--- config.mk ---
export PLATFORM = sky130hd
export DESIGN_NAME = modbus_rtu_read_slave_responder
export DESIGN_NICKNAME = d
export VERILOG_FILES = /design/src/hw/rtl/rmr_pkg.sv /design/src/hw/rtl/rmr_front.sv /design/src/hw/rtl/rmr_queue.sv /design/src/hw/rtl/rmr_back.sv /design/src/hw/rtl/modbus_rtu_read_slave_responder.sv
export SDC_FILE = /design/constraint.sdc
export NUM_CORES = 1
export LEC_CHECK = 0
export ABC_AREA = 1
export BUFFER_PORTS_ARGS = -buffer_cell sky130_fd_sc_hd__buf_2
export CAP_MARGIN = 20
export CELL_PAD_IN_SITES_DETAIL_PLACEMENT = 0
export CELL_PAD_IN_SITES_GLOBAL_PLACEMENT = 2
export CORE_ASPECT_RATIO = 0.75
export CORE_MARGIN = 5
export CORE_UTILIZATION = 40
export CTS_CLUSTER_SIZE = 14
export DETAILED_ROUTE_END_ITERATION = 6
export HOLD_SLACK_MARGIN = 0.06
export PLACE_DENSITY = 0.79
export SLEW_MARGIN = 20
export SYNTH_ARGS = -nofsm -noshare
export SYNTH_HDL_FRONTEND = slang
export SYNTH_SLANG_ARGS = --single-unit
--- constraint.sdc ---
create_clock -name clk_i -period 3.7 [get_ports clk_i]
set_clock_uncertainty 0.1 [all_clocks]
set_input_delay 0.185 -clock clk_i [delete_from_list [all_inputs] [get_ports clk_i]]
set_output_delay 0.185 -clock clk_i [all_outputs]
set_load 0.02 [all_outputs]
--- src/hw/rtl/rmr_pkg.sv ---
// rmr_pkg: shared constants, job type and crc helper for the modbus read responder
// no dependencies
package rmr_pkg;

  localparam logic [15:0] CRC_INIT          = 16'hFFFF;
  localparam logic [15:0] CRC_POLY          = 16'hA001;
  localparam logic [7:0]  FUNC_READ_HOLDING = 8'h03;
  localparam logic [7:0]  REPLY_BYTE_COUNT  = 8'h02;
  localparam int unsigned SAMPLE_W          = 12;

  // one accepted request, waiting for its reply
  typedef struct packed {
    logic [7:0]          addr;
    logic [SAMPLE_W-1:0] sample;
  } job_t;

  // byte-wide modbus crc update, reflected polynomial, lsb first
  function automatic logic [15:0] crc_byte(input logic [15:0] crc_in, input logic [7:0] b);
    logic [15:0] c;
    c = crc_in ^ {8'h00, b};
    for (int k = 0; k < 8; k++) begin
      if (c[0]) begin
        c = (c >> 1) ^ CRC_POLY;
      end else begin
        c = c >> 1;
      end
    end
    return c;
  endfunction

endpackage

--- src/hw/rtl/rmr_front.sv ---
// rmr_front: counts request bytes into a frame, runs the crc and checks the frame
// depends on rmr_pkg
module rmr_front #(
  parameter int unsigned RequestLength = 8
) (
  input  logic                         clk_i,
  input  logic                         rst_ni,
  input  logic                         accept_i,
  input  logic [7:0]                   rx_data_i,
  input  logic [rmr_pkg::SAMPLE_W-1:0] sample_value_i,
  input  logic [7:0]                   device_address_i,
  output logic                         push_o,
  output rmr_pkg::job_t                job_o
);

  localparam int unsigned PosW = $clog2(RequestLength);
  localparam logic [PosW-1:0] LastPos = PosW'(RequestLength - 1);
  localparam logic [PosW-1:0] CrcLoPos = PosW'(RequestLength - 2);

  logic [PosW-1:0] pos_q, pos_d;
  logic [15:0]     crc_q, crc_d;
  logic [7:0]      byte0_q, byte1_q, crc_lo_q;
  logic            is_last;
  logic            frame_ok;

  assign is_last  = (pos_q == LastPos);
  assign frame_ok = ({rx_data_i, crc_lo_q} == crc_q) &&
                    (byte0_q == device_address_i) &&
                    (byte1_q == rmr_pkg::FUNC_READ_HOLDING);

  always_comb begin
    pos_d = pos_q;
    crc_d = crc_q;
    if (accept_i) begin
      if (is_last) begin
        pos_d = '0;
        crc_d = rmr_pkg::CRC_INIT;
      end else begin
        pos_d = pos_q + PosW'(1);
        // trailing two bytes carry the crc itself
        if (pos_q < CrcLoPos) begin
          crc_d = rmr_pkg::crc_byte(crc_q, rx_data_i);
        end
      end
    end
  end

  always_ff @(posedge clk_i or negedge rst_ni) begin
    if (!rst_ni) begin
      pos_q <= '0;
      crc_q <= rmr_pkg::CRC_INIT;
    end else begin
      pos_q <= pos_d;
      crc_q <= crc_d;
    end
  end

  // only three frame bytes are stored; the crc high byte is checked as it arrives
  always_ff @(posedge clk_i) begin
    if (accept_i && pos_q == PosW'(0)) begin
      byte0_q <= rx_data_i;
    end
    if (accept_i && pos_q == PosW'(1)) begin
      byte1_q <= rx_data_i;
    end
    if (accept_i && pos_q == CrcLoPos) begin
      crc_lo_q <= rx_data_i;
    end
  end

  assign push_o       = accept_i && is_last && frame_ok;
  assign job_o.addr   = byte0_q;
  assign job_o.sample = sample_value_i;

endmodule

--- src/hw/rtl/rmr_queue.sv ---
// rmr_queue: two-entry job queue between frame checker and reply sender
// depends on rmr_pkg
module rmr_queue (
  input  logic          clk_i,
  input  logic          rst_ni,
  input  logic          push_i,
  input  rmr_pkg::job_t job_i,
  output logic          full_o,
  input  logic          pop_i,
  output logic          empty_o,
  output rmr_pkg::job_t job_o
);

  localparam int unsigned Depth = 2;

  rmr_pkg::job_t mem_q [Depth];
  logic          wr_ptr_q, rd_ptr_q;
  logic [1:0]    count_q;

  assign full_o  = (count_q == 2'(Depth));
  assign empty_o = (count_q == 2'd0);
  assign job_o   = mem_q[rd_ptr_q];

  always_ff @(posedge clk_i or negedge rst_ni) begin
    if (!rst_ni) begin
      wr_ptr_q <= 1'b0;
      rd_ptr_q <= 1'b0;
      count_q  <= 2'd0;
    end else begin
      if (push_i) begin
        wr_ptr_q <= ~wr_ptr_q;
      end
      if (pop_i) begin
        rd_ptr_q <= ~rd_ptr_q;
      end
      if (push_i && !pop_i) begin
        count_q <= count_q + 2'd1;
      end else if (pop_i && !push_i) begin
        count_q <= count_q - 2'd1;
      end
    end
  end

  always_ff @(posedge clk_i) begin
    if (push_i) begin
      mem_q[wr_ptr_q] <= job_i;
    end
  end

  a_no_overflow: assert property (@(posedge clk_i) disable iff (!rst_ni)
    push_i |-> !full_o) else $error("job pushed into full queue");
  a_no_underflow: assert property (@(posedge clk_i) disable iff (!rst_ni)
    pop_i |-> !empty_o) else $error("job popped from empty queue");
  a_count_bound: assert property (@(posedge clk_i) disable iff (!rst_ni)
    count_q <= 2'(Depth)) else $error("queue count out of range");
  a_count_step: assert property (@(posedge clk_i) disable iff (!rst_ni)
    (push_i && !pop_i) |=> (count_q == $past(count_q) + 2'd1))
    else $error("queue count missed a push");

endmodule

--- src/hw/rtl/rmr_back.sv ---
// rmr_back: sends the seven reply bytes of each job through an output register
// depends on rmr_pkg
module rmr_back (
  input  logic          clk_i,
  input  logic          rst_ni,
  input  logic          empty_i,
  input  rmr_pkg::job_t job_i,
  output logic          pop_o,
  output logic          out_valid_o,
  input  logic          out_ready_i,
  output logic [7:0]    tx_data_o,
  output logic          last_byte_o
);

  typedef enum logic [2:0] {
    POS_ADDR,
    POS_FUNC,
    POS_COUNT,
    POS_SAMPLE_HI,
    POS_SAMPLE_LO,
    POS_CRC_LO,
    POS_CRC_HI
  } reply_pos_e;

  reply_pos_e    pos_q, pos_d;
  logic          active_q, active_d;
  logic          valid_q, valid_d;
  logic          last_q, last_d;
  logic [7:0]    data_q, data_d;
  logic [15:0]   crc_q, crc_d;
  rmr_pkg::job_t job_q, job_d;
  logic          load;

  assign load = !valid_q || out_ready_i;

  always_comb begin
    pos_d    = pos_q;
    active_d = active_q;
    valid_d  = valid_q;
    last_d   = last_q;
    data_d   = data_q;
    crc_d    = crc_q;
    job_d    = job_q;
    pop_o    = 1'b0;
    if (load) begin
      valid_d = 1'b0;
      last_d  = 1'b0;
      if (active_q) begin
        valid_d = 1'b1;
        case (pos_q)
          POS_FUNC:      data_d = rmr_pkg::FUNC_READ_HOLDING;
          POS_COUNT:     data_d = rmr_pkg::REPLY_BYTE_COUNT;
          POS_SAMPLE_HI: data_d = {4'h0, job_q.sample[11:8]};
          POS_SAMPLE_LO: data_d = job_q.sample[7:0];
          POS_CRC_LO:    data_d = crc_q[7:0];
          POS_CRC_HI:    data_d = crc_q[15:8];
          default:       data_d = job_q.addr;
        endcase
        if (pos_q < POS_CRC_LO) begin
          crc_d = rmr_pkg::crc_byte(crc_q, data_d);
        end
        if (pos_q == POS_CRC_HI) begin
          active_d = 1'b0;
          last_d   = 1'b1;
        end else begin
          pos_d = reply_pos_e'(pos_q + 3'd1);
        end
      end else if (!empty_i) begin
        pop_o    = 1'b1;
        job_d    = job_i;
        valid_d  = 1'b1;
        data_d   = job_i.addr;
        crc_d    = rmr_pkg::crc_byte(rmr_pkg::CRC_INIT, job_i.addr);
        pos_d    = POS_FUNC;
        active_d = 1'b1;
      end
    end
  end

  always_ff @(posedge clk_i or negedge rst_ni) begin
    if (!rst_ni) begin
      pos_q    <= POS_ADDR;
      active_q <= 1'b0;
      valid_q  <= 1'b0;
      last_q   <= 1'b0;
    end else begin
      pos_q    <= pos_d;
      active_q <= active_d;
      valid_q  <= valid_d;
      last_q   <= last_d;
    end
  end

  always_ff @(posedge clk_i) begin
    data_q <= data_d;
    crc_q  <= crc_d;
    job_q  <= job_d;
  end

  assign out_valid_o = valid_q;
  assign tx_data_o   = data_q;
  assign last_byte_o = last_q;

  a_last_ends_job: assert property (@(posedge clk_i) disable iff (!rst_ni)
    (valid_q && last_q) |-> !active_q) else $error("last byte while reply active");
  a_pop_only_idle: assert property (@(posedge clk_i) disable iff (!rst_ni)
    pop_o |-> (!active_q && load)) else $error("job taken during reply");
  a_start_with_addr: assert property (@(posedge clk_i) disable iff (!rst_ni)
    pop_o |=> (valid_q && !last_q && pos_q == POS_FUNC))
    else $error("reply did not start with address byte");

endmodule

--- src/hw/rtl/modbus_rtu_read_slave_responder.sv ---
// modbus_rtu_read_slave_responder: top level of the modbus rtu read-holding responder
// depends on rmr_pkg, rmr_front, rmr_queue, rmr_back
//
// request channel: in_valid_i/in_ready_o carry one received serial byte (rx_data_i)
//   with the current 12-bit converter reading (sample_value_i). bytes are counted
//   into fixed frames of REQUEST_LENGTH, with no idle-gap framing; crc, address
//   match and function-code check all resolve on the last request word.
// reply channel: out_valid_o/out_ready_i carry one reply word per byte: address,
//   3, 2, sample high, sample low, crc low, crc high; last_byte_o marks the crc
//   high byte. a failed frame gives no reply.
// config channel: cfg_valid_i/cfg_ready_o write the device address; always
//   ready, to be written only while the block is idle.
// timing: one request word per cycle while in_ready_o is high. the last request
//   word pushes a passing job into the queue; the reply sender pops it when idle
//   and registers the first reply word, then one reply word per cycle while the
//   receiver is ready. passing frames wait in a two-entry job queue; in_ready_o
//   drops only when it is full, i.e. the receiver stalls long enough for two
//   more good frames to arrive behind the reply in progress.
// reset: asynchronous, active low; byte count to zero, crc to 0xFFFF, queue
//   empty, no reply in flight, device address back to 1.
module modbus_rtu_read_slave_responder #(
  parameter int unsigned REQUEST_LENGTH = 8
) (
  input  logic                         clk_i,
  input  logic                         rst_ni,
  // request bytes
  input  logic                         in_valid_i,
  output logic                         in_ready_o,
  input  logic [7:0]                   rx_data_i,
  input  logic [rmr_pkg::SAMPLE_W-1:0] sample_value_i,
  // reply bytes
  output logic                         out_valid_o,
  input  logic                         out_ready_i,
  output logic [7:0]                   tx_data_o,
  output logic                         last_byte_o,
  // device address register
  input  logic                         cfg_valid_i,
  output logic                         cfg_ready_o,
  input  logic [7:0]                   cfg_device_address_i
);

  logic          in_accept;
  logic          push;
  logic          pop;
  logic          full;
  logic          empty;
  rmr_pkg::job_t push_job;
  rmr_pkg::job_t head_job;
  logic [7:0]    dev_addr_q;

  // config register, writable at any time
  assign cfg_ready_o = 1'b1;

  always_ff @(posedge clk_i or negedge rst_ni) begin
    if (!rst_ni) begin
      dev_addr_q <= 8'h01;
    end else if (cfg_valid_i) begin
      dev_addr_q <= cfg_device_address_i;
    end
  end

  // front only stalls when no room is left for a finished frame
  assign in_ready_o = !full;
  assign in_accept  = in_valid_i && in_ready_o;

  rmr_front #(
    .RequestLength (REQUEST_LENGTH)
  ) u_front (
    .clk_i            (clk_i),
    .rst_ni           (rst_ni),
    .accept_i         (in_accept),
    .rx_data_i        (rx_data_i),
    .sample_value_i   (sample_value_i),
    .device_address_i (dev_addr_q),
    .push_o           (push),
    .job_o            (push_job)
  );

  // decouples frame checking from reply sending
  rmr_queue u_queue (
    .clk_i   (clk_i),
    .rst_ni  (rst_ni),
    .push_i  (push),
    .job_i   (push_job),
    .full_o  (full),
    .pop_i   (pop),
    .empty_o (empty),
    .job_o   (head_job)
  );

  // reply generation with its own crc, one byte per cycle while the receiver is ready
  rmr_back u_back (
    .clk_i       (clk_i),
    .rst_ni      (rst_ni),
    .empty_i     (empty),
    .job_i       (head_job),
    .pop_o       (pop),
    .out_valid_o (out_valid_o),
    .out_ready_i (out_ready_i),
    .tx_data_o   (tx_data_o),
    .last_byte_o (last_byte_o)
  );

endmodule
# Yosys cells after proc, flatten, opt, wreduce, memory -nomap -nowiden
# Memories as Yosys holds them, arrays and structs flattened.
# Index checks and enable logic that the tools add are counted.
# word_totals
reg_bits,105
ramBits,40
input_bits,33
output_inout_bits,12
mem_count,1
# memory_table
memory,depth,width,rd,rd_clocked_by_memory_dff,write_ports,line_no,text
u_queue.mem_q,2,20,1,0,1,rmr_queue.sv:16,rmr_pkg::job_t mem_q [Depth];
# op_classes
add_sub_neg,4
order_cmp,2
eq_ne,16
mux,113
bitwise,31
reduce_logical,24
# ops
operator,n
2-to-1 mux 16 bit,92
inverter 2 -> 3 bit,24
case mux 8 bit (6 select lines),1
2-to-1 mux 8 bit,4
bitwise XOR 16 x 8 -> 16 bit,2
== test 16 bit,1
inverter 8 -> 16 bit,1
"== test 3 bit, second input constant",5
2-to-1 mux 3 bit,4
logical AND 1 bit,10
2-to-1 mux 1 bit,10
AND reduction 3 bit,3
"== test 8 x 2 -> 1 bit, second input constant",1
== test 8 bit,1
"adder 3 x 1 -> 3 bit, second input constant",2
"== test 3 x 1 -> 1 bit, second input constant",2
"== test 3 x 2 -> 1 bit, second input constant",2
"< comparator 3 bit, second input constant",2
"!= test 2 bit, second input constant",3
logical NOT 1 bit,4
2-to-1 mux 2 bit,2
inverter 1 bit,4
AND reduction 2 bit,2
nonzero test 2 bit,2
6 further kinds,6

# Longest topological paths before layout
# Gate-level depths: netlist of the first run.
# depth
word_depth,44
mapped_depth,21

# By module
# Synthesis of the first run repeated with hierarchy kept, for this count alone.
# hier_totals
hier_cells,698
hier_area_um2,7284.5
# by_module_without_submodules
mod,n_inst,cells_each,area_each_um2
rmr_back,1,324,2849.0
rmr_front,1,248,2379.8
rmr_queue,1,87,1726.7
modbus_rtu_read_slave_responder,1,39,329.1

# Worst setup path after synthesis of the first run
# Ideal clock, no wire load.
# synth_timing
path_kind,register to register
from,register u_queue.count_q[0]
to,"memory u_queue.mem_q[1][0] in the netlist's numbering, enable pin"
setup_ns,0.427
t_arrival_ns,2.761
path_slack_ns,0.412
stages_incl_launch_ff,7
n_path_buf,0
period_less_slack_ns,3.288
path_cell_list,dfrtp_1 > inv_1 > nand2_1 > nand2_1 > nor4_1 > nand3_1 > nor3b_1
# synth_between
elab_chain_len,7
# synth_lines
item,line_no,text
from (decl),rmr_queue.sv:18,logic [1:0] count_q;
from (signal assigned),rmr_queue.sv:37,count_q <= count_q + 2'd1;
from (signal assigned),rmr_queue.sv:39,count_q <= count_q - 2'd1;
== test 2 bit,rmr_queue.sv:20,assign full_o = (count_q == 2'(Depth));
logical NOT 1 bit,modbus_rtu_read_slave_responder.sv:63,assign in_ready_o = !full;
named net in_ready_o,modbus_rtu_read_slave_responder.sv:28,"output logic in_ready_o,"
logical AND 1 bit,modbus_rtu_read_slave_responder.sv:64,assign in_accept = in_valid_i && in_ready_o;
logical AND 1 bit (2 in series),rmr_front.sv:71,assign push_o = accept_i && is_last && frame_ok;
2-to-1 mux 1 bit,rmr_queue.sv:45,if (push_i) begin
2-to-1 mux 1 bit (not written as such),rmr_queue.sv:46,mem_q[wr_ptr_q] <= job_i;
to (decl),rmr_queue.sv:16,
# The timed path passes the listed nets, and every way through them passes these cells.

# Final worst setup path of the first run
# layout_timing
from,register u_back.pos_q[2]
to,"register u_back.crc_q[0], data pin"
# layout_between
elab_chain_len,37
# layout_lines
item,line_no,text
from (decl),rmr_back.sv:25,"reply_pos_e pos_q, pos_d;"
from (signal assigned),rmr_back.sv:87,pos_q <= pos_d;
"== test 3 bit, or another cell as far along",rmr_back.sv:50,case (pos_q)
case mux 8 bit (6 select lines) (*),rmr_back.sv:50,
2-to-1 mux 8 bit (*),rmr_back.sv:48,if (active_q) begin
2-to-1 mux 8 bit (*),rmr_back.sv:45,if (load) begin
bitwise XOR 16 x 8 -> 16 bit (*),rmr_pkg.sv:20,"c = crc_in ^ {8'h00, b};"
2-to-1 mux 16 bit (*),rmr_pkg.sv:22,if (c[0]) begin
2-to-1 mux 16 bit (*),rmr_back.sv:59,if (pos_q < POS_CRC_LO) begin
2-to-1 mux 16 bit (*),rmr_back.sv:48,
[21 not listed],-,
inverter 2 -> 3 bit (no source line) or 2-to-1 mux 16 bit (tied branches),-,
2-to-1 mux 16 bit (*),rmr_pkg.sv:22,
2-to-1 mux 16 bit (*),rmr_back.sv:59,
2-to-1 mux 16 bit (*),rmr_back.sv:48,
2-to-1 mux 16 bit (*),rmr_back.sv:45,
2-to-1 mux 16 bit (*),rmr_pkg.sv:22,
2-to-1 mux 16 bit (*),rmr_back.sv:59,
2-to-1 mux 16 bit (*),rmr_back.sv:48,
to (signal assigned),rmr_back.sv:96,crc_q <= crc_d;
to (decl),rmr_back.sv:30,"logic [15:0] crc_q, crc_d;"
# Mark *: on every way between the ends. The rest lies on a longest branch, timed or not. The select of a mux whose other input is x is not followed.
# A chain may end at the register's enable or synchronous reset.

==> reports/summary.md, run 1 <==
The die covers 19700 µm². Total power density per cell area: 900 nW/µm². The largest buffer count on any clock path was 2; the part of the cycle the worst path needs was 83.3%.

For the pin with the worst max-slew slack, the measured transition is 0.863 ns. The count of hold buffers inserted by post-cts repair was 37. The clock reaches the later pin of the worst-skew pair after 0.42 ns.

In this run, synthesis inferred 108 flip-flops with an integrated enable. For this design, the sink count on the clock tree is 145. The synthesized netlist occupies a cell area of 6790 µm². STA classifies the critical path startpoint as a flop. The tree is rooted in a clkbuf_16. The final count of pins violating max slew was 0. The routed layout has 4766 vias. Via count of the first global-routing pass: 4708. In the routed design, unresolved DRC markers number 0. The clock slew seen by the registers of the worst setup and hold paths came out at 0.06 ns. The number of CTS-inserted buffers is 17. The detail-routed net length per standard cell was 16.6 µm.

The number of nets with antenna violations after routing was 0. In the synthesized netlist the dominant register cell turns out to be edfxtp_1. The height of the die works out to 123 µm.

Setup repair after global routing left no endpoint under its margin. The setup TNS was 0 ns. After Yosys synthesis, and, or, nand and nor cells account for 18.5% of the synthesized area. The port buffer count is 43, and the largest incremental delay on the critical path is 0.68 ns. Static timing analysis puts the maximum clock frequency at 325 MHz.

Measured against the total synthesized area, the mux share comes to 0.663%. In this run the worst path has a maximum fanout of 19. Placed instance count: 908. Measured along the x axis, the die boundary spans 160 µm. The min-delay analysis places its worst path in the category in -> reg. Synthesis handed over a netlist of 655 instances. The worst setup path is captured at a flop.

In this run the static leakage power is 3.55 nW. The starting DRC count in detailed routing was 311; the number of antenna violations at the first check in global routing was 0. The adder-cell share of the synthesized area was 2.03%; the multi-input gate area in the final layout was 2290 µm².

After clock tree synthesis, the setup repair step added 0 buffers. Post-synthesis net count: 699. Xor/xnor share of the synthesized area: 6.00%.

Once the clock tree was built, the resizer swapped 0 gates to a different size. The total detailed-routing wirelength is 16300 µm. The type of the setup path with the least slack is reg -> reg.

The critical path's most frequent cell is nand2_1. The core area is 16700 µm², and the number of iterations in the first detailed-routing pass is 5. From synthesis to final layout, the design area changed by 22.1%. The pin count of the biggest net entering global routing came out at 38. 45 I/O pins were placed.

The number of endpoints with negative hold slack in the final report is 0. The wire length of the first global-routing pass is 26600 µm. The finished layout holds 977 standard cells, fillers aside. In this run the tightest slew margin relative to its limit is 42.5%.

Counting flops and latches in the post-synthesis netlist gives 145. The endpoint required time on the critical path was 3.77 ns; the post-synthesis average cell area was 10.4 µm². The peak ir drop on the vdd network is 0.327 mV. The number of nets in the layout is 793. The synthesized netlist devotes 6.13% of its cell area to compound gates. Registers take 4190 µm². The share of final-layout standard cells stronger than drive strength 1 came out at 16.1%. The H-tree was split into 4 levels. The layout has 1504 filler cells. The number of endpoints failing setup at the final stage was 0.

Global routing used 17.8% of the available tracks across all layers. For this run, asynchronously set or reset flops after synthesis account for 25.5%. After legalization and detailed placement, the total HPWL measured 11900 µm. After detailed routing, the number of vias per cell comes to 4.88.

The worst endpoint data arrival time was 3.15 ns. After synthesis, the largest family of logic cells by area is simple AND/OR/NAND/NOR gates. The logs give 41 for the count of standard-cell rows and 61.7% for the portion of the post-synthesis area used by sequential elements. TritonCTS built the clock tree. The worst path in the final design needs a cycle of 3.08 ns, including I/O delays and setup. The congestion estimate from routability-driven global placement came to 0.850. The initial core utilization is 40.6%, and the number of warnings issued by yosys is 0. The total overflow left after global routing is 0. The repair_antennas step left the layout with diodes totalling 0.

On the critical path, the stage with the largest delay is an instance of dfrtp_1. Walking the worst path, the cells encountered are inv_2 -> ha_1 -> inv_1 -> nand3_2 -> inv_2 -> nand2_1 -> nand2_1 -> nand2_1 -> nand2_1 -> nand2_1 -> nand2_1 -> nand3_1 -> nand2_1 -> nand2_1 -> nand2_1 -> nand2_1 -> nand3_1 -> nand2_1 -> nand2_1 -> nand2_1. The reported max-cap violation count was 0. The run finished with clean final reports.

The synthesized netlist contains 44 unique library cells.
-- cells by family (layout without fill, tap and decap cells) --
kind of cell / Yosys count / in the layout
AOI/OAI and AO/OA: 73 / 73
xor gates and xnor gates: 45 / 45
adders and majority gates: 11 / 11
buffers and inverters: 83 / 190
DFF: 145 / 145
muxes: 4 / 4
other: 1 / 1
and+or+nand+nor: 293 / 293
-- worst paths after layout --
check / startpoint / end / slack [ns] / cells past startpoint
worst min-delay path: cfg_valid_i / dev_addr_q[3] / 0.10 / 2
worst min register to register: u_front.crc_q[10] / u_front.crc_q[10] / 0.40 / 2
max in group asynchronous: rst_ni / u_queue.wr_ptr_q / 2.64 / 2
worst max-delay path: u_back.pos_q[2] / u_back.crc_q[0] / 0.62 / 20
worst max register to register: u_back.pos_q[2] / u_back.crc_q[0] / 0.62 / 20
min in group asynchronous: rst_ni / dev_addr_q[6] / 0.33 / 2
-- cells in the final DEF, fill, tap and decap left out, drive strengths merged, types with 5 or more instances in the layout --
| cell | netlist | layout |
|---|---|---|
| a21oi | 10 | 10 |
| xnor2 | 17 | 17 |
| nor4 | 6 | 6 |
| or2 | 14 | 14 |
| dlygate4sd3 | 0 | 37 |
| buf | 8 | 52 |
| clkbuf | 6 | 26 |
| a22oi | 7 | 7 |
| dfstp | 17 | 17 |
| edfxtp | 108 | 108 |
| inv | 68 | 69 |
| nor2 | 36 | 36 |
| dfrtp | 20 | 20 |
| o21ai | 42 | 42 |
| xor2 | 27 | 27 |
| nand3 | 50 | 50 |
| ha | 11 | 11 |
| o22ai | 5 | 5 |
| nand2 | 174 | 174 |
-- cell type report --
| class | count | share of cell area, % |
|---|---|---|
| Sequential cell | 145 | 50.5 |
| Timing Repair Buffer | 89 | 7.87 |
| Tap cell | 215 | 3.24 |
| Multi-Input combinational cell | 427 | 27.6 |
| Inverter | 69 | 3.12 |
| Clock inverter | 6 | 1.06 |
| Clock buffer | 26 | 6.65 |
-- critical path: cells and delay by family (launching register included) --
kind	cells	cell delay [ns]
AND/OR/NAND/NOR	16	1.40
adder cells (fa/ha/maj)	1	0.26
buffers and inverters	3	0.39
flip-flops	1	0.68
-- flip-flops by register name, summed over array words and instances, names as in the netlist, 2 cells and up --
| name | cells |
|---|---|
| u_front.crc_q | 16 |
| u_back.pos_q | 3 |
| u_back.tx_data_o | 8 |
| dev_addr_q | 8 |
| u_front.byte1_q | 8 |
| u_queue.mem_q | 40 |
| u_front.pos_q | 3 |
| u_back.crc_q | 16 |
| u_back.job_q | 20 |
| u_queue.count_q | 2 |
| u_front.byte0_q | 8 |
| u_front.crc_lo_q | 8 |
-- cell usage after synthesis, types with 2 or more instances --
cell      instances  share of area (%)
nand2_1         173                9.6
edfxtp_1        108                 48
inv_1            65                3.6
nand3_1          49                3.6
o21ai_0          38                2.8
nor2_1           34                1.9
xor2_1           27                3.5
dfrtp_1          20                7.4
dfstp_2          17                6.6
xnor2_1          17                2.2
ha_1             11                2.0
a21oi_1          10               0.74
or2_2             9               0.83
a22oi_1           7               0.77
clkbuf_1          6               0.33
nor4_1            6               0.55
o22ai_1           5               0.46
or2_1             5               0.46
buf_2             4               0.29
mux2_2            4               0.66
nand3b_1          4               0.44
nand4_1           4               0.37
inv_2             3               0.17
nor3_1            3               0.22
o21ai_1           3               0.22
a31oi_1           2               0.18
buf_4             2               0.22
nor2_2            2               0.18
o21a_1            2               0.22
-- power by group --
group	leakage, nW	internal, mW	switching, mW
registers	1.41	2.35	0.284
logic	1.82	1.03	1.98
clock network	0.317	1.17	0.647
-- per-layer routing --
metal	wire length, µm	vias to the layer above	track usage, %	part of all wire (%)
li1	-	2389	-	-
met2	6600	127	24.7	41
met1	8450	2235	27.8	52
met5	0	-	0	0
met4	167	0	4.57	1.0
met3	1040	15	4.26	6.4
-- through the flow --
stage | hold WS, ns | worst slack (ns) | total power [mW] | cell area (µm²) | util (%)
2_1_floorplan | -0.211 | 0.412 | 4.80 | 6790 | -
3_3_place_gp | 0.254 | 0.775 | 5.62 | 7290 | 43.6
3_5_place_dp | 0.269 | 0.646 | 5.64 | 7290 | 43.6
4_1_cts | 0.0767 | 0.619 | 7.52 | 8300 | 49.6
5_1_grt | 0.0998 | 0.210 | 8.06 | 8300 | 49.6
6_report | 0.102 | 0.619 | 7.47 | 8300 | 49.6
No activity file was read; power rests on OpenSTA's default activity.
==> inputs of run 2 (changes only) <==
==> constraint.sdc (replaced) <==
create_clock -name clk_i -period 2.9 [get_ports clk_i]
set_clock_uncertainty 0.1 [all_clocks]
set_input_delay 0.145 -clock clk_i [delete_from_list [all_inputs] [get_ports clk_i]]
set_output_delay 0.145 -clock clk_i [all_outputs]
set_load 0.02 [all_outputs]
==> reports/summary.md, run 2 (synthesis results as in run 1) <==
Entering global routing, the biggest net connects 38 pins. The number of fill cells in the layout came out at 1481. Final hold analysis gives a worst-case slack of 0.106 ns. Along the worst path, the maximum fanout reaches 6. u_queue.mem_q holds more flip-flops than any other register. The antenna cell count was 0; the number of levels the H-tree was split into was 4. For the peak ir drop on the vdd network, the log shows 0.471 mV.

The largest registers in the layout are u_queue.mem_q x40, u_back.job_q x20. Number of nets with antenna violations after routing: 0. The die is 123 µm tall.

For the worst setup path, the data arrival time is 2.78 ns. The flow ran to the end, and the final reports show no timing, DRC or antenna violations. The logs give 2.98 ns for the endpoint required time on the critical path and 0.20 ns for the slack of the worst reg-to-reg path.

After detailed routing, no signal wire sits above met4. Type of the setup path with the least slack: reg -> reg. The register with the most flip-flops in the layout has 40 of them. Counting cells, the worst reg-to-reg path comes to 20.

After clock tree synthesis, the clock-pin slew on the worst setup and hold paths is 0.06 ns. The tools report the endpoint of the most critical register-to-register path as u_back.crc_q[0]. In this run the tool buffered the top-level ports with 43 buffer cells. The final weighted congestion of routability-driven global placement is 0.865, and the post-DP HPWL is 12200 µm. The number of antenna violations at the first check in global routing is 0, and the detail-routed net length per standard cell is 17.4 µm. Leaving out fill and tap cells, the most frequent cell in the layout is nand2_1. Counting the buffers created by CTS gives 17.

The later pin in the worst-skew pair is clocked with a latency of 0.42 ns. The core area was 16700 µm²; the number of endpoints with negative hold slack in the final report was 0. In this run the cell area measured after placement is 7330 µm².

The run gives 387 as the starting DRC count in detailed routing. Derived from the worst setup path, the maximum achievable clock frequency is 370 MHz. The first global-routing pass estimated 26700 µm of wire. For the pin with the worst max-slew slack, the measured transition is 0.930 ns. The tools report the number of ports placed on the die boundary as 45.

Setup repair after global routing could not meet its margin everywhere. TritonCTS built the clock tree. Clock period minus worst slack: 2.70 ns. Along the worst hold path, the cell count comes to 4.

Number of clock sinks: 145. The cell that appears most often on the critical path is nand2_1. In the layout the commonest cells are 170 x nand2_1, 108 x edfxtp_1, 62 x inv_1.

After detailed routing, the met3 layer carries 941 µm of wire. Counting both buffers and inverters, the worst setup path holds a total of 2. The total detailed-routing wirelength is 17200 µm. The first detailed-routing pass took 5 iterations.

The initial core utilization came out at 40.6%. The kind of path behind the tightest hold check is in -> reg. Dividing the detail-routed via count by the number of cells gives 4.92.

After routing the design area is 8490 µm². The area of the die was 19700 µm². Final count of pins violating max slew: 0.

For this run, the total global-route usage over all layers was measured as 18.1%. The run gives 7050 µm as the routed wire length on met2. STA classifies the critical path startpoint as a flop. Walking the worst path, the cells encountered are ha_1 -> ha_2 -> inv_2 -> nand3_4 -> inv_4 -> nor2_1 -> nand2_1 -> nand2_1 -> nand2_1 -> nand2_1 -> nand2_1 -> nand3_1 -> nand2_1 -> nand2_1 -> nand2_2 -> nand2_1 -> nand3_1 -> nand2_1 -> nand2_1 -> nand2_1. Compared with the post-synthesis result, the final layout area differs by 24.9%. The part of the cycle the worst path needs is 93.2%, and the total power density per cell area is 1170 nW/µm². After detailed routing, the wire length on met1 is 8960 µm. The worst setup path is captured at a flop. The worst pin sits at a relative slew slack of 38.0%. The number of nets in the layout came out at 806.

The startpoint identified for the worst register-to-register timing path is u_back.pos_q[1]. In this run the deepest clock path goes through 2 buffers. The run gives 4867 as the via count of the first global-routing pass. Cells with a size suffix above 1 make up 18.7% of the layout. Max-cap violations in this run came to 0. The count of standard-cell rows was 41. On the critical path, the stage with the largest delay is an instance of dfrtp_1.

In the routed design, unresolved DRC markers number 0. After global routing the overflow that remains totals 0. Setup violations remaining at the end of the flow were counted as 0. The endpoint of the worst hold-timing path was u_back.out_valid_o. In this design, the stage delay of the slowest critical-path cell is 0.45 ns. Clock tree synthesis selected as its root buffer the cell clkbuf_16. The number of vias after detailed routing came out at 4872.

The leakage dissipation was 3.60 nW. On the critical path the largest part of the delay comes from simple AND/OR/NAND/NOR gates. The startpoint identified for the worst hold timing path is out_ready_i.

The x dimension of the die works out to 160 µm.
-- run 2: per-stage QoR --
stage               worst slack [ns]  instances  TNS (ns)  utilization, %  total power, mW
floorplan                      0.280        655         0               -             6.12
global placement               0.104        913         0            43.8             7.27
detailed placement            0.0393        913         0            43.8             7.28
CTS                           0.0338        986         0            50.1             9.76
global route                 -0.0524        990   -0.0524            50.7             10.7
finish                         0.198        990         0            50.7             9.92
-- run 2: worst max-delay path by stage --
| stage | start | to | slack [ns] | cells after the start |
|---|---|---|---|---|
| detailed placement | u_back.pos_q[0] | u_back.crc_q[0] | 0.04 | 17 |
| floorplan | u_front.crc_q[4] | u_queue.mem_q[1][0] | 0.28 | 6 |
| global route | u_back.pos_q[1] | u_back.crc_q[0] | -0.05 | 20 |
| CTS | u_back.pos_q[0] | u_back.crc_q[0] | 0.03 | 17 |
| global placement | u_back.pos_q[0] | u_back.crc_q[0] | 0.10 | 17 |
| finish | u_back.pos_q[1] | u_back.crc_q[0] | 0.20 | 20 |
-- run 2: cell type report --
type | count | area, µm² | area share [%]
clock buffer | 18 | 429 | 5.06
clock inverter | 14 | 210 | 2.48
inverter | 69 | 262 | 3.08
multi-input combinational | 427 | 2360 | 27.9
sequential | 145 | 4190 | 49.4
tap | 215 | 269 | 3.17
timing repair buffer | 102 | 761 | 8.96
-- run 2: where the power goes --
group / switching [mW] / internal [mW]
clock network: 0.859 / 1.53
registers: 0.357 / 3.01
logic: 2.67 / 1.49
total: 3.89 / 6.03
-- run 2: per-layer routing --
layer | global-route usage, % | vias to the layer above
li1 | - | 2417
met1 | 27.8 | 2314
met2 | 25.3 | 123
met3 | 4.53 | 18
met4 | 5.37 | 0
met5 | 0 | -
-- run 2: what timing repair did --
action,in CTS,in global routing
endpoints found under the hold margin,76,0
setup buffers,0,4
endpoints found under the setup margin,0,4
resized for setup,0,20
hold buffers,41,0
-- run 2: worst min-delay path, stage by stage --
cell     delay, ns
buf_2         0.08
nor2_1        0.08
inv_1         0.17
nand2_1       0.10
